<file path="src/hdl/shtp_rp_pkg.sv">
// ----------------------------------------------------------------------------
// shtp_rp_pkg
// Shared types and constants for the sensor-hub report parser.
// ----------------------------------------------------------------------------
package shtp_rp_pkg;

  localparam int MAX_CARGO_DEF    = 1000;
  localparam int SENSOR_COUNT_DEF = 2;
  localparam int QUEUE_DEPTH      = 4;
  localparam int HDR_BYTES        = 4;

  localparam logic [7:0] SENSOR_CHANNEL = 8'd3;
  localparam logic [7:0] LEN_HI_MASK    = 8'h7F;

  // report sizes in bytes, ID byte included
  localparam logic [3:0] TIME_SIZE = 4'd5;
  localparam logic [3:0] VEC_SIZE  = 4'd10;
  localparam logic [3:0] QUAT_SIZE = 4'd14;

  // register indexes
  typedef enum logic [2:0] {
    REG_TIME     = 3'd0,
    REG_ACCEL    = 3'd1,
    REG_GYRO     = 3'd2,
    REG_MAGNET   = 3'd3,
    REG_LINACC   = 3'd4,
    REG_ROTATION = 3'd5
  } reg_idx_t;

  localparam logic [7:0] TIME_ID_RST     = 8'd251;
  localparam logic [7:0] ACCEL_ID_RST    = 8'd1;
  localparam logic [7:0] GYRO_ID_RST     = 8'd2;
  localparam logic [7:0] MAGNET_ID_RST   = 8'd3;
  localparam logic [7:0] LINACC_ID_RST   = 8'd4;
  localparam logic [7:0] ROTATION_ID_RST = 8'd5;

  // bit positions in the ID hit vector
  localparam int HIT_TIME     = 0;
  localparam int HIT_ACCEL    = 1;
  localparam int HIT_GYRO     = 2;
  localparam int HIT_MAGNET   = 3;
  localparam int HIT_LINACC   = 4;
  localparam int HIT_ROTATION = 5;
  localparam int HIT_COUNT    = 6;

  typedef enum logic [1:0] {
    EV_QUAT    = 2'd0,
    EV_REJECT  = 2'd1,
    EV_DISCARD = 2'd2
  } event_kind_t;

  // classified link word passed from front to back
  typedef struct packed {
    logic [7:0]           data;
    logic                 start;
    logic                 sensor;
    logic [HIT_COUNT-1:0] hit;
  } item_t;

endpackage

</file>
<file path="src/hdl/shtp_report_parser_core.sv">
// ----------------------------------------------------------------------------
// shtp_report_parser_core
// Byte-serial sensor-hub packet parser: header check, report skipping and
// quaternion extraction.
// ----------------------------------------------------------------------------
// channel  direction  handshake            payload
// in       sink       in_valid/in_ready    data_byte, packet_start, sensor_index
// out      source     out_valid/out_ready  event_kind, source_sensor, quat_*
// cfg      sink       cfg_write            cfg_index, cfg_data
//
// One byte per cycle while the queue has room; a word is written into the
// queue at the accepting edge, and the parser steps on it when it pops,
// which waits while a full result register is not drained.
// The core takes words while the 4-entry queue has room; the parser steps
// when a word is queued and the result register is empty or being drained.
// Synchronous reset clears the ID registers to defaults, queue and parser.
// ----------------------------------------------------------------------------
module shtp_report_parser_core #(
  parameter int MAX_CARGO    = shtp_rp_pkg::MAX_CARGO_DEF,
  parameter int SENSOR_COUNT = shtp_rp_pkg::SENSOR_COUNT_DEF
) (
  input  logic               clk,
  input  logic               rst,
  input  logic               cfg_write,
  input  logic [2:0]         cfg_index,
  input  logic [7:0]         cfg_data,
  input  logic               in_valid,
  output logic               in_ready,
  input  logic [7:0]         data_byte,
  input  logic               packet_start,
  input  logic               sensor_index,
  output logic               out_valid,
  input  logic               out_ready,
  output logic [1:0]         event_kind,
  output logic               source_sensor,
  output logic signed [15:0] quat_real,
  output logic signed [15:0] quat_i,
  output logic signed [15:0] quat_j,
  output logic signed [15:0] quat_k,
  output logic               quat_all_zero
);

  shtp_rp_pkg::item_t front_word, back_word;
  logic               q_valid, q_ready;

  shtp_rp_front #(
    .SENSOR_COUNT (SENSOR_COUNT)
  ) u_front (
    .clk          (clk),
    .rst          (rst),
    .cfg_write    (cfg_write),
    .cfg_index    (cfg_index),
    .cfg_data     (cfg_data),
    .data_byte    (data_byte),
    .packet_start (packet_start),
    .sensor_index (sensor_index),
    .word         (front_word)
  );

  shtp_rp_queue #(
    .DEPTH (shtp_rp_pkg::QUEUE_DEPTH)
  ) u_queue (
    .clk        (clk),
    .rst        (rst),
    .push_valid (in_valid),
    .push_ready (in_ready),
    .push_word  (front_word),
    .pop_valid  (q_valid),
    .pop_ready  (q_ready),
    .pop_word   (back_word)
  );

  shtp_rp_back #(
    .MAX_CARGO (MAX_CARGO)
  ) u_back (
    .clk           (clk),
    .rst           (rst),
    .q_valid       (q_valid),
    .q_ready       (q_ready),
    .q_word        (back_word),
    .out_valid     (out_valid),
    .out_ready     (out_ready),
    .event_kind    (event_kind),
    .source_sensor (source_sensor),
    .quat_real     (quat_real),
    .quat_i        (quat_i),
    .quat_j        (quat_j),
    .quat_k        (quat_k),
    .quat_all_zero (quat_all_zero)
  );

endmodule

</file>
<file path="src/hdl/shtp_rp_front.sv">
// ----------------------------------------------------------------------------
// shtp_rp_front
// Holds the report ID registers and classifies each incoming link byte.
// ----------------------------------------------------------------------------
module shtp_rp_front #(
  parameter int SENSOR_COUNT = shtp_rp_pkg::SENSOR_COUNT_DEF
) (
  input  logic                clk,
  input  logic                rst,
  input  logic                cfg_write,
  input  logic [2:0]          cfg_index,
  input  logic [7:0]          cfg_data,
  input  logic [7:0]          data_byte,
  input  logic                packet_start,
  input  logic                sensor_index,
  output shtp_rp_pkg::item_t  word
);

  logic [7:0] time_id, accel_id, gyro_id, magnet_id, linacc_id, rotation_id;

  always_ff @(posedge clk) begin
    if (rst) begin
      time_id     <= shtp_rp_pkg::TIME_ID_RST;
      accel_id    <= shtp_rp_pkg::ACCEL_ID_RST;
      gyro_id     <= shtp_rp_pkg::GYRO_ID_RST;
      magnet_id   <= shtp_rp_pkg::MAGNET_ID_RST;
      linacc_id   <= shtp_rp_pkg::LINACC_ID_RST;
      rotation_id <= shtp_rp_pkg::ROTATION_ID_RST;
    end else if (cfg_write) begin
      case (shtp_rp_pkg::reg_idx_t'(cfg_index))
        shtp_rp_pkg::REG_TIME:     time_id     <= cfg_data;
        shtp_rp_pkg::REG_ACCEL:    accel_id    <= cfg_data;
        shtp_rp_pkg::REG_GYRO:     gyro_id     <= cfg_data;
        shtp_rp_pkg::REG_MAGNET:   magnet_id   <= cfg_data;
        shtp_rp_pkg::REG_LINACC:   linacc_id   <= cfg_data;
        shtp_rp_pkg::REG_ROTATION: rotation_id <= cfg_data;
        default: ;
      endcase
    end
  end

  always_comb begin
    word.data   = data_byte;
    word.start  = packet_start;
    word.sensor = (int'(sensor_index) >= SENSOR_COUNT) ? 1'(SENSOR_COUNT - 1)
                                                       : sensor_index;
    word.hit[shtp_rp_pkg::HIT_TIME]     = (data_byte == time_id);
    word.hit[shtp_rp_pkg::HIT_ACCEL]    = (data_byte == accel_id);
    word.hit[shtp_rp_pkg::HIT_GYRO]     = (data_byte == gyro_id);
    word.hit[shtp_rp_pkg::HIT_MAGNET]   = (data_byte == magnet_id);
    word.hit[shtp_rp_pkg::HIT_LINACC]   = (data_byte == linacc_id);
    word.hit[shtp_rp_pkg::HIT_ROTATION] = (data_byte == rotation_id);
  end

endmodule

</file>
<file path="src/hdl/shtp_rp_queue.sv">
// ----------------------------------------------------------------------------
// shtp_rp_queue
// Small FIFO of classified words between front and back.
// ----------------------------------------------------------------------------
module shtp_rp_queue #(
  parameter int DEPTH = shtp_rp_pkg::QUEUE_DEPTH
) (
  input  logic                clk,
  input  logic                rst,
  input  logic                push_valid,
  output logic                push_ready,
  input  shtp_rp_pkg::item_t  push_word,
  output logic                pop_valid,
  input  logic                pop_ready,
  output shtp_rp_pkg::item_t  pop_word
);

  localparam int PW = (DEPTH > 1) ? $clog2(DEPTH) : 1;
  localparam int CW = $clog2(DEPTH + 1);

  shtp_rp_pkg::item_t slots [DEPTH];
  logic [PW-1:0] wr_ptr, rd_ptr;
  logic [CW-1:0] count;
  logic push, pop;

  assign push_ready = (count != CW'(DEPTH));
  assign pop_valid  = (count != '0);
  assign push       = push_valid && push_ready;
  assign pop        = pop_valid && pop_ready;
  assign pop_word   = slots[rd_ptr];

  always_ff @(posedge clk) begin
    if (push) begin
      slots[wr_ptr] <= push_word;
    end
  end

  always_ff @(posedge clk) begin
    if (rst) begin
      wr_ptr <= '0;
      rd_ptr <= '0;
      count  <= '0;
    end else begin
      if (push) begin
        wr_ptr <= (wr_ptr == PW'(DEPTH - 1)) ? '0 : wr_ptr + 1'b1;
      end
      if (pop) begin
        rd_ptr <= (rd_ptr == PW'(DEPTH - 1)) ? '0 : rd_ptr + 1'b1;
      end
      if (push && !pop) begin
        count <= count + 1'b1;
      end else if (pop && !push) begin
        count <= count - 1'b1;
      end
    end
  end

endmodule

</file>
<file path="src/hdl/shtp_rp_back.sv">
// ----------------------------------------------------------------------------
// shtp_rp_back
// Packet parser state machine and registered result output.
// ----------------------------------------------------------------------------
module shtp_rp_back #(
  parameter int MAX_CARGO = shtp_rp_pkg::MAX_CARGO_DEF
) (
  input  logic                clk,
  input  logic                rst,
  input  logic                q_valid,
  output logic                q_ready,
  input  shtp_rp_pkg::item_t  q_word,
  output logic                out_valid,
  input  logic                out_ready,
  output logic [1:0]          event_kind,
  output logic                source_sensor,
  output logic signed [15:0]  quat_real,
  output logic signed [15:0]  quat_i,
  output logic signed [15:0]  quat_j,
  output logic signed [15:0]  quat_k,
  output logic                quat_all_zero
);

  localparam int CW = $clog2(MAX_CARGO + 1);
  localparam logic [15:0] LEN_MIN = 16'(shtp_rp_pkg::HDR_BYTES);
  localparam logic [15:0] LEN_MAX = 16'(MAX_CARGO + shtp_rp_pkg::HDR_BYTES);

  typedef enum logic [4:0] {
    PH_IDLE    = 5'b00001,
    PH_HDR     = 5'b00010,
    PH_ID      = 5'b00100,
    PH_BODY    = 5'b01000,
    PH_DISCARD = 5'b10000
  } phase_t;

  phase_t        phase, phase_next;
  logic [1:0]    hdr_cnt, hdr_cnt_next;
  logic [7:0]    len_lo, len_lo_next;
  logic [6:0]    len_hi, len_hi_next;
  logic          chan_ok, chan_ok_next;
  logic [CW-1:0] cargo_left, cargo_left_next;
  logic          sensor, sensor_next;
  logic [3:0]    rep_pos, rep_pos_next;
  logic [3:0]    rep_size, rep_size_next;
  logic          rep_quat, rep_quat_next;
  logic [7:0]    qbuf [8];

  logic          step, emit, qwr;
  logic [1:0]    kind;
  logic [CW-1:0] cargo_dec;
  logic [15:0]   len_full;
  logic          fit_time, fit_vec, fit_quat;
  logic [15:0]   qr, qi, qj, qk;

  assign q_ready   = !out_valid || out_ready;
  assign step      = q_valid && q_ready;
  assign cargo_dec = cargo_left - 1'b1;
  assign len_full  = {1'b0, len_hi, len_lo};

  // match-and-fit, checked against the cargo left after the ID byte
  assign fit_time = q_word.hit[shtp_rp_pkg::HIT_TIME]
                    && (cargo_dec >= CW'(shtp_rp_pkg::TIME_SIZE - 4'd1));
  assign fit_vec  = (q_word.hit[shtp_rp_pkg::HIT_ACCEL] || q_word.hit[shtp_rp_pkg::HIT_GYRO]
                    || q_word.hit[shtp_rp_pkg::HIT_MAGNET]
                    || q_word.hit[shtp_rp_pkg::HIT_LINACC])
                    && (cargo_dec >= CW'(shtp_rp_pkg::VEC_SIZE - 4'd1));
  assign fit_quat = q_word.hit[shtp_rp_pkg::HIT_ROTATION]
                    && (cargo_dec >= CW'(shtp_rp_pkg::QUAT_SIZE - 4'd1));

  assign qi = {qbuf[1], qbuf[0]};
  assign qj = {qbuf[3], qbuf[2]};
  assign qk = {qbuf[5], qbuf[4]};
  assign qr = {qbuf[7], qbuf[6]};

  always_comb begin
    phase_next      = phase;
    hdr_cnt_next    = hdr_cnt;
    len_lo_next     = len_lo;
    len_hi_next     = len_hi;
    chan_ok_next    = chan_ok;
    cargo_left_next = cargo_left;
    sensor_next     = sensor;
    rep_pos_next    = rep_pos;
    rep_size_next   = rep_size;
    rep_quat_next   = rep_quat;
    emit            = 1'b0;
    qwr             = 1'b0;
    kind            = shtp_rp_pkg::EV_QUAT;
    if (step) begin
      if (q_word.start) begin
        // a start mid-packet abandons the old packet
        sensor_next  = q_word.sensor;
        len_lo_next  = q_word.data;
        hdr_cnt_next = 2'd1;
        phase_next   = PH_HDR;
      end else begin
        unique case (phase)
          PH_IDLE: ;
          PH_HDR: begin
            if (hdr_cnt == 2'd1) begin
              len_hi_next  = 7'(q_word.data & shtp_rp_pkg::LEN_HI_MASK);
              hdr_cnt_next = 2'd2;
            end else if (hdr_cnt == 2'd2) begin
              chan_ok_next = (q_word.data == shtp_rp_pkg::SENSOR_CHANNEL);
              hdr_cnt_next = 2'd3;
            end else begin
              hdr_cnt_next = 2'd0;
              if (len_full <= LEN_MIN || len_full > LEN_MAX) begin
                phase_next = PH_IDLE;
                emit       = 1'b1;
                kind       = shtp_rp_pkg::EV_REJECT;
              end else begin
                cargo_left_next = CW'(len_full - LEN_MIN);
                phase_next      = PH_ID;
              end
            end
          end
          PH_ID: begin
            cargo_left_next = cargo_dec;
            rep_pos_next    = 4'd1;
            rep_quat_next   = 1'b0;
            if (chan_ok && fit_time) begin
              rep_size_next = shtp_rp_pkg::TIME_SIZE;
              phase_next    = PH_BODY;
            end else if (chan_ok && fit_vec) begin
              rep_size_next = shtp_rp_pkg::VEC_SIZE;
              phase_next    = PH_BODY;
            end else if (chan_ok && fit_quat) begin
              rep_size_next = shtp_rp_pkg::QUAT_SIZE;
              rep_quat_next = 1'b1;
              phase_next    = PH_BODY;
            end else begin
              phase_next = (cargo_dec != '0) ? PH_DISCARD : PH_IDLE;
              emit       = 1'b1;
              kind       = shtp_rp_pkg::EV_DISCARD;
            end
          end
          PH_BODY: begin
            cargo_left_next = cargo_dec;
            qwr             = rep_quat && (rep_pos >= 4'd4) && (rep_pos <= 4'd11);
            rep_pos_next    = rep_pos + 4'd1;
            if (rep_pos_next >= rep_size) begin
              phase_next = (cargo_dec != '0) ? PH_ID : PH_IDLE;
              emit       = rep_quat;
              kind       = shtp_rp_pkg::EV_QUAT;
            end
          end
          PH_DISCARD: begin
            cargo_left_next = cargo_dec;
            if (cargo_dec == '0) begin
              phase_next = PH_IDLE;
            end
          end
          default: phase_next = PH_IDLE;
        endcase
      end
    end
  end

  always_ff @(posedge clk) begin
    if (rst) begin
      phase    <= PH_IDLE;
      hdr_cnt  <= 2'd0;
      rep_pos  <= 4'd0;
      rep_size <= 4'd0;
      rep_quat <= 1'b0;
      sensor   <= 1'b0;
    end else begin
      phase    <= phase_next;
      hdr_cnt  <= hdr_cnt_next;
      rep_pos  <= rep_pos_next;
      rep_size <= rep_size_next;
      rep_quat <= rep_quat_next;
      sensor   <= sensor_next;
    end
  end

  always_ff @(posedge clk) begin
    len_lo     <= len_lo_next;
    len_hi     <= len_hi_next;
    chan_ok    <= chan_ok_next;
    cargo_left <= cargo_left_next;
    if (qwr) begin
      qbuf[3'(rep_pos - 4'd4)] <= q_word.data;
    end
  end

  // result register
  always_ff @(posedge clk) begin
    if (rst) begin
      out_valid <= 1'b0;
    end else if (emit) begin
      out_valid <= 1'b1;
    end else if (out_ready) begin
      out_valid <= 1'b0;
    end
  end

  always_ff @(posedge clk) begin
    if (emit) begin
      event_kind    <= kind;
      source_sensor <= sensor;
      if (kind == shtp_rp_pkg::EV_QUAT) begin
        quat_real     <= qr;
        quat_i        <= qi;
        quat_j        <= qj;
        quat_k        <= qk;
        quat_all_zero <= ((qr | qi | qj | qk) == 16'd0);
      end else begin
        quat_real     <= '0;
        quat_i        <= '0;
        quat_j        <= '0;
        quat_k        <= '0;
        quat_all_zero <= 1'b0;
      end
    end
  end

endmodule
</file>
<file path="config.mk">
export PLATFORM = sky130hd
export DESIGN_NAME = shtp_report_parser_core
export DESIGN_NICKNAME = d
export VERILOG_FILES = /design/src/hdl/shtp_rp_pkg.sv /design/src/hdl/shtp_report_parser_core.sv /design/src/hdl/shtp_rp_front.sv /design/src/hdl/shtp_rp_queue.sv /design/src/hdl/shtp_rp_back.sv
export SDC_FILE = /design/constraint.sdc
export NUM_CORES = 1
export LEC_CHECK = 0
export BUFFER_PORTS_ARGS = -buffer_cell sky130_fd_sc_hd__buf_2
export CAP_MARGIN = 10
export CORE_MARGIN = 2
export CORE_UTILIZATION = 64
export DETAILED_ROUTE_END_ITERATION = 16
export HOLD_SLACK_MARGIN = 0.06
export PLACE_DENSITY = 0.84
export SLEW_MARGIN = 10
export SYNTH_ARGS = -nofsm -noshare
export SYNTH_HDL_FRONTEND = slang
export SYNTH_SLANG_ARGS = --single-unit
</file>
<file path="constraint.sdc">
create_clock -name clk -period 12.3 [get_ports clk]
set_clock_uncertainty 0.05 [all_clocks]
set_input_delay 0 -clock clk [delete_from_list [all_inputs] [get_ports clk]]
set_output_delay 0 -clock clk [all_outputs]
set_load 0.02 [all_outputs]
</file>
==> results of run 1 <==
## report_power, final
group / switching [mW] / internal (mW)
logic: 0.210 / 0.116
registers: 0.0565 / 1.18
clock network: 0.353 / 0.553
total: 0.619 / 1.85
## state kept, by name (all words and copies together), names as in the netlist, 3 cells and up, named ones only
signal               cells
u_back.cargo_left       10
u_back.len_hi            7
u_back.len_lo            8
u_back.phase             5
u_back.qbuf             64
u_back.quat_i           16
u_back.quat_j           16
u_back.quat_k           16
u_back.quat_real        16
u_back.rep_pos           4
u_back.rep_size          3
u_front.accel_id         8
u_front.gyro_id          8
u_front.linacc_id        8
u_front.magnet_id        8
u_front.rotation_id      8
u_front.time_id          8
u_queue.count            3
u_queue.slots           64
## cells in the mapped netlist, drive strengths merged, types with 5 or more instances
master and instances:
and3 11, edfxtp 222, nor2 51, ha 20
nor4 26, a31oi 6, mux4 12, buf 10
a21oi 58, o21ai 13, and2 5, xor2 7
nand3 27, clkbuf 28, nand2 132, nand3b 13
xnor2 59, inv 18, nand4 18, a211oi 5
nor2b 68, nor3 15, dfxtp 74
## cell families (layout without fill, tap and decap cells)
family | after synthesis | after routing | share of synthesized area [%]
AO/OA/AOI/OAI | 105 | 105 | 5.28
XOR/XNOR | 66 | 66 | 4.75
adder cells (fa/ha/maj) | 21 | 21 | 2.22
buffers and inverters | 57 | 205 | 1.96
flip-flops | 296 | 296 | 66.9
multiplexers | 14 | 14 | 2.38
AND/OR/NAND/NOR | 393 | 393 | 16.5
## critical path: cells and delay by family, from the launching register on
kind,cells,cell delay [ns]
and+or+nand+nor,4,1.45
buffers and inverters,1,0.65
DFF,1,0.50
AOI/OAI and AO/OA,3,1.07
## stage by stage
| stage | std cells | total power, mW |
|---|---|---|
| 4_1_cts | 1334 | 2.47 |
| 6_report | 1334 | 2.47 |
| 3_5_place_dp | 1249 | 1.57 |
| 5_1_grt | 1334 | 2.55 |
| 2_1_floorplan | 952 | 1.46 |
| 3_3_place_gp | 1249 | 1.55 |
## final cells by class
class / count / area share (%)
clock inverters: 10 / 1.08
multi-input cells: 599 / 27.0
well taps: 234 / 2.07
repair buffers: 134 / 6.00
inverters: 19 / 0.503
clock buffers: 42 / 5.90
flip-flops and latches: 296 / 57.5
## metal layers
metal,track usage [%],vias to the layer above
li1,-,3703
met1,33.9,3825
met2,46.0,377
met3,3.43,79
met4,10.0,0
met5,0,-
## worst paths after layout
kind | startpoint | cells past startpoint | end
max | u_back.cargo_left[3]$_DFFE_PP_ | 8 | u_back.quat_j[4]$_SDFFCE_PP0P_
min | sensor_index | 2 | u_queue.slots[0][6]$_DFFE_PP_
max reg2reg | u_back.cargo_left[3]$_DFFE_PP_ | 8 | u_back.quat_j[4]$_SDFFCE_PP0P_
min reg2reg | u_front.rotation_id[7]$_SDFFE_PP0P_ | 2 | u_front.rotation_id[7]$_SDFFE_PP0P_
==> results.txt, run 1 <==
- Status: complete, no violations
- For this configuration, the core starts out at a cell density of between 60 and 70%.
- Row generation in the floorplan step produced 50 rows.
* RSZ-0062 raised after global routing: false
* Flop-to-flop setup slack: 8.16 ns
- Cell with the biggest individual delay on the critical path: sky130_fd_sc_hd__buf_4
* Setup slack after placement: 8.21 ns
- Summing every instance area after synthesis gives about 12000 µm².
- The number of pins with negative max-slew slack in the final report came to 0.
* # IOs: 96
- The congestion estimate from routability-driven global placement came to 0.932.
- Horizontal extent of the die: 142 µm
- Traced cell by cell, the critical path runs through or4_4 > or4b_4 > a311oi_4 > a31oi_1 > a211o_1 > and3_1 > nor2_4 > buf_4.
- Die area: slightly above 20000 µm²
* Most frequent cells in the layout: sky130_fd_sc_hd__edfxtp_1 (222), sky130_fd_sc_hd__nand2_1 (132), sky130_fd_sc_hd__buf_2 (95), sky130_fd_sc_hd__dfxtp_1 (74), sky130_fd_sc_hd__nor2b_1 (68)
- Critical Setup Path Class: reg -> reg
- Gates resized, CTS repair: 0
- After detailed routing, the number of vias per cell comes to 5.99.
* Async set-or-reset flop fraction in the synthesized netlist: 0%
* Clk Tree Root Cell: sky130_fd_sc_hd__clkbuf_16
- Sequential area share after synthesis: 66.9%
- Hold WS: 0.180 ns
- The repair_antennas step left the layout with diodes totalling 0.
* Post-synthesis net count: 999
- TritonCTS built the clock tree.
- The routed layout has 7984 vias.
- The layout has 1121 filler cells.
- Total met2 wirelength after detailed routing: between 10000 and 15000 µm
* Count of flip-flops with a built-in enable after synthesis: between 200 and 250
* Number of synthesized register bits: 296
- Summed over all instances, the cell type with the most area after synthesis is sky130_fd_sc_hd__edfxtp_1.
- Met1 Routed Length: 10600 µm
- In the final layout, the multi-input gates occupy roughly 3800 µm².
* GRT Total Usage: 26.3%
- Max-cap violations: 0
- In the synthesized netlist, the number of instances is ~950.
- In this design, the stage delay of the slowest critical-path cell is around 0.65 ns.
- Across the whole layout, storage elements account for 8150 µm².
* Per-cell routed wire length: 19.7 µm
- The most used flip-flop cell after synthesis is sky130_fd_sc_hd__edfxtp_1.
- Cells fill 75.8% of the core in the end.
- Derived from the worst setup path, the maximum achievable clock frequency is about 0.24 GHz.
* Clock latency on the worst-skew pair: 0.53 ns
* Maximum number of pins on one net before global-route repair: 69
- Data required time of the critical path: 12.40 ns
* First-pass GRT wire length: 40900 µm
- Maximum clock path buffer count: 3
- CTS built an H-tree with a depth of 1.
* Post-route fraction of the period consumed by the critical path: roughly a third
- After detailed routing, the number of remaining DRC violations is 0.
- Setup violations remaining at the end of the flow were counted as 0.
- Final-layout setup total negative slack: 0 ns
- Sort of element at the start of the critical path: flip-flop
- Most common cell after layout, fill and taps aside: sky130_fd_sc_hd__edfxtp_1
* Final Hold Violating Endpoints: 0
- The worst setup path is captured at a flip-flop.
* Antenna Violating Nets Remaining: 0
- Warning count from the yosys run: 0
* Number of sinks driven by the clock tree: 296
- The total area inside the core boundary comes to approximately 19000 µm².
- The via count of the first global-routing pass was between 7000 and 8000.
- Arrival time at the worst endpoint: around 4.3 ns
* Total leakage power: about 5 nW
- Net count reported at finish: 1125
- A synthesized cell averages roughly 13 µm².
- Cell area after layout: 14200 µm²
* Slew at the pin closest to its max-slew limit: 1.14 ns
- Sorting the synthesized cells by area gives the leading types as sky130_fd_sc_hd__edfxtp_1 (55%), sky130_fd_sc_hd__dfxtp_1 (12%), sky130_fd_sc_hd__xnor2_1 (4.2%), sky130_fd_sc_hd__nand2_1 (4.1%), sky130_fd_sc_hd__nor2b_1 (3.5%).
- Port Buffer Count: 95
- The die is around 140 µm tall.
- Max IR drop VDD: 0.137 mV
* Cell area reported after detailed placement: 12900 µm²
* Count of buffers added by post-CTS timing repair for setup: 0
- Kind of path behind the tightest hold check: in -> reg
- Distinct cells, synth: 57
- In this run the tightest slew margin relative to its limit is 23.4%.
- Counting I/O delays and the setup requirement, the final critical path takes 4.14 ns.
* Total power per unit cell area: around 170 nW/µm²
- Layout overhead on the synthesized area: 16.4%
* Total congestion overflow: 0
* Clock buffers created by TritonCTS: 28
* Met3 wire len: 1550 µm
* Top routing layer used: met4
* Initial antenna violation count: 0
- Starting DRT DRC Count: 571
* Highest net fanout along the worst path: 68
- Before antenna repair, the detailed router went through 5 iterations.
* Number of hold buffers added after cts: 33
* Post-synth top area share: 54.7%
- The final layout contains routed wiring with a total length of 26300 µm.
- Clock slew seen by the registers of the worst setup and hold paths: 0.06 ns
- The post-route netlist has approximately 15% of its cells at a drive strength greater than 1.
- Worst path setup slack after routing: 8.16 ns
* DP HPWL: 16200 µm
(Power assumes the default switching activity.)
==> run 2: changes to the inputs <==
CORE_UTILIZATION = 60   (was 64)
PLACE_DENSITY = 0.8   (was 0.84)
clock period = 4.2 ns   (was 12.3 ns; I/O delays follow)
==> run 2 against run 1 <==
  * Die area up 6.5%
  * Register-to-register slack worse by 7.7 ns
  * Sequential share of layout area down 0.40 points
  * Sequential power rose to 2.9 times the previous value
  * Cell area up 0.71%
  * Utilization down 4.8 points
  * Final cell count up 3.5%
  * Critical endpoint is now u_back.quat_k[4]$_SDFFCE_PP0P_
==> results.txt, run 2 (synthesized netlist as in run 1, its figures left out) <==
- STA classifies the critical path startpoint as a flip-flop.
- Max Clk Rate: 0.266 GHz
- In this run the worst path has a maximum fanout of between 60 and 70.
* Slew at the pin closest to its max-slew limit: 0.883 ns
- After the last flow step, the layout net total stands at 1135.
* Horizontal extent of the die: about 150 µm
- Post-CTS timing repair inserted 0 buffers for setup.
- Before antenna repair, the detailed router went through 5 iterations.
- The detail route stage leaves a number of antenna-violating nets equal to 0.
- Minimum period implied by the final worst setup slack: 3.76 ns
* Gates resized, CTS repair: 0
- The largest registers in the layout are u_back.qbuf: 64 flops, u_queue.slots: 64 flops.
* Max-cap violations: 0
* Final routed DRC violation total: 0
- Most common cell after layout, fill and taps aside: sky130_fd_sc_hd__edfxtp_1
* Most frequent cells in the layout: sky130_fd_sc_hd__edfxtp_1 (222), sky130_fd_sc_hd__nand2_1 (132), sky130_fd_sc_hd__buf_2 (95), sky130_fd_sc_hd__dfxtp_1 (74), sky130_fd_sc_hd__nor2b_1 (68)
- On the critical path, the stage with the largest delay is an instance of sky130_fd_sc_hd__or4_4.
- Die height: roughly 150 µm
- Post-route fraction of the period consumed by the critical path: between 80% and 90%
- Initial cell density of the core: 60.6%
- Share of post-route cells with drive strength above 1: 15.9%
- TritonCTS built the clock tree.
* Final-report setup violation count: 0
- Pins Over Slew Limit: 0
- The longest clock path from root to sink contains 3 buffers.
* Per-cell routed wire length: 18.4 µm
- Arrival time at the worst endpoint: 3.92 ns
- The via count of the first global-routing pass is around 7900.
- Total power per unit cell area: approximately 500 nW/µm²
- In this run the clock root is driven by a sky130_fd_sc_hd__clkbuf_16.
- Critical Setup Path Class: reg -> reg
- Kind of path behind the tightest hold check: in -> reg
- Cell breakdown of the critical path: or4_4 > or4b_4 > a311oi_4 > a31oi_1 > a211o_1 > and3_1 > nor2_4 > buf_12
- WP buf/inv: 1
- Worst setup EP type: flip-flop
- The clock net in this run drives a total of 296 sinks.
- Hold WS: 0.174 ns
- After detailed routing, the number of vias per cell comes to 5.69.
- # IOs: 96
- In this run the number of H-tree levels came out at 1.
- Headroom to the max-slew limit came out at 40.9%.
- The first global-routing pass estimated 40400 µm of wire.
- Layout overhead on the synthesized area: 17.2%
* Port Buffer Count: 95
- Total wire length: 25400 µm
- Total congestion overflow: 0
- Max IR drop VDD: 0.372 mV
- Entering global routing, the biggest net connects 69 pins.
* RSZ-0062 raised after global routing: false
* Clock latency on the worst-skew pair: 0.55 ns
- Clock tree synthesis inserted a total of 29 buffers.
- Starting DRT DRC Count: between 500 and 600
- DR vias: 7852
- Initial antenna violation count: 0
- Overall power after layout: 7.09 mW
* Core area: slightly above 20000 µm²
- Clock slew seen by the registers of the worst setup and hold paths: 0.06 ns
- Post-route non-filler standard cell count: 1381
- GP Congestion: 0.899
- The number of antenna diodes in the final layout is 0.
* Delay of the slowest critical-path stage: approximately 0.6 ns
- The die covers approximately 21000 µm².
- Detailed placement ended at an HPWL of around 16000 µm.
- Final Hold Violating Endpoints: 0
* Family of cells with the greatest summed delay on the critical path: simple AND/OR/NAND/NOR gates
- GRT Total Usage: 23.8%
* Cell row count: 52
- After routing, the total negative slack on setup checks comes to 0 ns.
* Data required time of the critical path: about 4.4 ns
* Total instance count after detailed placement: about 1300
* Total leakage power: 4.90 nW
* Status: complete, no violations
[run 2: changes by cell type in the layout (fill, tap and decap cells not counted), moves of 2 or more]
cell                            delta
sky130_fd_sc_hd__bufinv_16         -2
sky130_fd_sc_hd__clkinv_1          +2
sky130_fd_sc_hd__clkinvlp_4        +4
sky130_fd_sc_hd__clkinv_2          +2
sky130_fd_sc_hd__buf_12            +2
sky130_fd_sc_hd__buf_4             +5
sky130_fd_sc_hd__dlygate4sd3_1     +2
sky130_fd_sc_hd__clkbuf_1          -3
[run 2: final cells by class]
cell class | count | area [µm²]
clock buffer | 37 | 786
tap | 270 | 338
multi-input combinational | 599 | 3820
fill | 1300 | 5830
clock inverter | 17 | 160
timing repair buffer | 143 | 948
sequential | 296 | 8150
inverter | 19 | 71.3
[run 2: per-layer routing]
| metal | GRT usage, % | routed length (µm) | up-vias |
|---|---|---|---|
| met5 | 0 | 0 | - |
| met4 | 7.67 | 733 | 0 |
| met3 | 3.09 | 1470 | 61 |
| met2 | 42.3 | 12900 | 306 |
| met1 | 30.7 | 10300 | 3752 |
| li1 | - | - | 3733 |
[run 2: power by group]
part / internal [mW] / switching (mW) / total, mW
Sequential: 3.45 / 0.128 / 3.58
Clock: 1.45 / 1.07 / 2.52
Combinational: 0.355 / 0.632 / 0.988
[run 2: metrics by stage]
step	setup WS [ns]	instance area (µm²)	util (%)
global placement	0.544	13000	64.6
detailed placement	0.461	13000	64.6
CTS	0.449	14300	71.0
global route	0.292	14300	71.0
finish	0.435	14300	71.0
floorplan	0.0492	12200	-
[run 2: worst register-to-register path: cells and delay by family (launching register included)]
family	cells	cell delay (ns)
AND/OR/NAND/NOR	4	1.47
flip-flops	1	0.51
AO/OA/AOI/OAI	3	1.05
buffers and inverters	1	0.31
[run 2: path summary, 6_finish.rpt]
check | from | to | slack (ns) | cells past startpoint
worst max-delay path | u_back.cargo_left[1]$_DFFE_PP_ | u_back.quat_k[4]$_SDFFCE_PP0P_ | 0.44 | 8
worst min-delay path | packet_start | u_queue.slots[3][7]$_DFFE_PP_ | 0.17 | 2
worst max register to register | u_back.cargo_left[1]$_DFFE_PP_ | u_back.quat_k[4]$_SDFFCE_PP0P_ | 0.44 | 8
worst min register to register | u_back.sensor$_SDFFE_PP0P_ | u_back.source_sensor$_DFFE_PP_ | 0.40 | 0
[run 2: what timing repair did]
item                                   4_1_cts  5_1_grt
endpoints found under the hold margin      104        0
hold buffers                                35        0
setup endpoints to repair                    0        0
==> run 3: changes to the inputs <==
SYNTH_HIERARCHICAL = 1   (was unset)
==> run 3 against run 2 <==
  * Global-route usage shrank 1.6 points
  * Final cell count shrank 3.3%
  * Register-to-register slack gained 0.38 ns
  * Clock power grew 3%
  * Sequential power is essentially flat
  * Via count shrank 2.8%
  * Non-clock buffer count shrank 3
  * Cell area grew 1.9%
  * Setup slack gained 0.38 ns
==> results.txt, run 3 <==
- In this run the number of H-tree levels came out at 1.
* Antenna Violating Nets Remaining: 0
- For this run, design rule violations remaining after detail routing come to 0.
* Netlist area before placement: around 13000 µm²
- Status: complete, no violations
- Post-synthesis net count: 964
- For the worst setup path, the data arrival time is between 3 and 4 ns.
* Share of post-route cells with drive strength above 1: 19.8%
* Die area: 22200 µm²
- Across the run, the number of max-cap violations was 0.
- The top cell types in the final layout, fill and taps aside, are sky130_fd_sc_hd__edfxtp_1 (222), sky130_fd_sc_hd__buf_2 (95), sky130_fd_sc_hd__dfxtp_1 (73), sky130_fd_sc_hd__nor2_1 (68), sky130_fd_sc_hd__and2_1 (65).
* RSZ-0062 raised after global routing: false
- Per-cell routed wire length: 18.1 µm
- The congestion estimate from routability-driven global placement came to 0.883.
* Count leader, synth: sky130_fd_sc_hd__edfxtp_1
* Post-route fraction of the period consumed by the critical path: about four fifths
- The floorplan step defined a core boundary enclosing 20800 µm².
* Synthesized instance count: 918
- Maximum clock path buffer count: 3
* Leading cell types by total area after synthesis: sky130_fd_sc_hd__edfxtp_1 (53%), sky130_fd_sc_hd__dfxtp_1 (12%), sky130_fd_sc_hd__xnor2_1 (4.0%), sky130_fd_sc_hd__and2_1 (3.2%), sky130_fd_sc_hd__mux4_2 (2.9%)
- Top cells by instance count after synthesis: sky130_fd_sc_hd__edfxtp_1 (222), sky130_fd_sc_hd__dfxtp_1 (74), sky130_fd_sc_hd__nor2_1 (68)
* Registers with the highest flip-flop counts: u_back/qbuf: 64 flops, u_queue/slots: 64 flops
- For this run, the number of Yosys warnings is 6.
- Pin placement for this block handled 96 I/O pins.
- Final-report setup violation count: 0
- Post-synth top area share: ~53%
- Row generation in the floorplan step produced 53 rows.
* Count of flip-flops with a built-in enable after synthesis: 222
* Die height: 149 µm
* First-pass iteration count of the detailed router: 4
* Total wire length: 24200 µm
* Number of sinks driven by the clock tree: 296
- The area growth from synthesis to layout is 15.2%.
* Total leakage power: between 4 and 5 nW
* Clock buffers created by TritonCTS: 29
- Clk Tree Root Cell: sky130_fd_sc_hd__clkbuf_16
- Biggest area consumer among synthesized cells: sky130_fd_sc_hd__edfxtp_1
- Async set-or-reset flop fraction in the synthesized netlist: 0%
- The number of pins with negative max-slew slack in the final report is 0.
- Maximum number of pins on one net before global-route repair: 69
- Max Clk Rate: ~0.30 GHz
* Flop-to-flop setup slack: 0.81 ns
- The routed layout has 7634 vias.
* Final Hold Violating Endpoints: 0
* Minimum period implied by the final worst setup slack: 3.39 ns
- Clock tree from TritonCTS: built
- Buffers placed on the I/O ports in this run total 95.
* Vias in the first global route: 7585
- After routing, the total negative slack on setup checks comes to 0 ns.
- Number of filler cells placed in the layout: 1408
* Net count reported at finish: 1084
- Highest net fanout along the worst path: about 70
* Top flip-flop cell by instance count after synthesis: sky130_fd_sc_hd__edfxtp_1
- Average vias per placed instance: 5.71
* Overall power after layout: 7.32 mW
* Hold WS: 0.128 ns
* Horizontal extent of the die: 149 µm
- Headroom to the max-slew limit: 37.8%
* Total inserted antenna cells: 0
- After synthesis, flip-flops and latches occupy 64.6% of the total area.
- GRT Total Usage: 22.3%
- STA classifies the critical path endpoint as a flip-flop.
* Distinct cells, synth: 78
- Mean instance size in the synthesized netlist: 13.7 µm²
- In this run, synthesis produced a sequential element count of 296.
* DP HPWL: 16000 µm
- Initial antenna violation count: 0
- Starting DRT DRC Count: 425
* Max IR drop VDD: 0.381 mV
- Data required time of the critical path: between 4 and 5 ns
* Critical Setup Path Class: reg -> reg
- Clock-pin slew was measured on the worst setup and hold paths at 0.06 ns.
* Initial cell density of the core: 60.6%
- The tightest min-delay check is of the in -> reg type.
* Sort of element at the start of the critical path: flip-flop
- The clock reaches the later pin of the worst-skew pair after between 0.5 and 0.6 ns.
* Slew at the pin closest to its max-slew limit: 0.909 ns
- In this run the power density over the cells is 503 nW/µm².
- First-pass GRT wire length: between 30000 and 40000 µm
- After global routing the overflow that remains totals 0.
- Leaving out fill and tap cells, the most frequent cell in the layout is sky130_fd_sc_hd__edfxtp_1.
run 3: cell type report:
cell class | count | area, µm² | share of cell area (%)
clock buffer | 32 | 737 | 5.07
clock inverter | 22 | 230 | 1.58
inverter | 18 | 67.6 | 0.465
multi-input combinational | 553 | 4110 | 28.3
sequential | 296 | 8150 | 56.0
tap | 275 | 344 | 2.37
timing repair buffer | 140 | 903 | 6.21
run 3: final timing paths:
path | from | to | cells after the start
setup / recovery | u_back/cargo_left[0]$_DFFE_PP_ | u_back/quat_real[13]$_SDFFCE_PP0P_ | 9
hold / removal | out_ready | u_back/out_valid$_SDFFE_PP0P_ | 5
setup reg to reg | u_back/cargo_left[0]$_DFFE_PP_ | u_back/quat_real[13]$_SDFFCE_PP0P_ | 9
hold reg to reg | u_front/magnet_id[5]$_SDFFE_PP0P_ | u_front/magnet_id[5]$_SDFFE_PP0P_ | 2
run 3: worst max-delay path, cell delays in order (launching register included):
cell and delay, ns:
sky130_fd_sc_hd__edfxtp_1 0.49, sky130_fd_sc_hd__inv_1 0.12, sky130_fd_sc_hd__ha_1 0.40, sky130_fd_sc_hd__nor3b_1 0.29, sky130_fd_sc_hd__xnor2_1 0.19, sky130_fd_sc_hd__o311ai_2 0.25
sky130_fd_sc_hd__o41ai_4 0.50, sky130_fd_sc_hd__a211oi_2 0.15, sky130_fd_sc_hd__nor3_4 0.23, sky130_fd_sc_hd__buf_12 0.31
run 3: routing by layer:
layer	vias to the layer above	global-route usage, %	part of all wire (%)
li1	3621	-	-
met1	3706	28.0	41
met2	238	38.7	50
met3	69	3.24	4.8
met4	0	9.57	3.8
met5	-	0	0
run 3: where the power goes:
group / leakage [nW] / internal [mW] / total [mW] / switching (mW)
Clock: 0.477 / 1.52 / 2.59 / 1.07
Combinational: 1.88 / 0.448 / 1.14 / 0.691
Sequential: 2.62 / 3.46 / 3.59 / 0.130
Total: 4.97 / 5.43 / 7.32 / 1.89
run 3: what timing repair did:
action                                 CTS  global route
gates resized for setup                  0             0
setup buffers                            0             0
endpoints found under the hold margin  107             0
hold buffers                            31             0
setup endpoints to repair                0             0
run 3: kinds of logic (layout without fill, tap and decap cells):
| family | Yosys count | after routing | synth area share (%) |
|---|---|---|---|
| simple gates | 332 | 332 | 14.9 |
| flops | 296 | 296 | 64.6 |
| compound gates | 89 | 89 | 5.56 |
| buf+inv | 69 | 212 | 3.03 |
| xor+xnor | 66 | 66 | 4.64 |
| mux | 46 | 46 | 5.24 |
| fa+ha+maj | 20 | 20 | 2.04 |
run 3: per-stage QoR:
| stage | cell area (µm²) | setup WS (ns) | instances | util (%) |
|---|---|---|---|---|
| 2_1_floorplan | 12700 | -0.252 | 918 | - |
| 3_3_place_gp | 13300 | 0.884 | 1251 | 63.7 |
| 3_5_place_dp | 13300 | 0.843 | 1251 | 63.7 |
| 4_1_cts | 14500 | 0.834 | 1336 | 69.8 |
| 5_1_grt | 14500 | 0.572 | 1336 | 69.8 |
| 6_report | 14500 | 0.815 | 1336 | 69.8 |
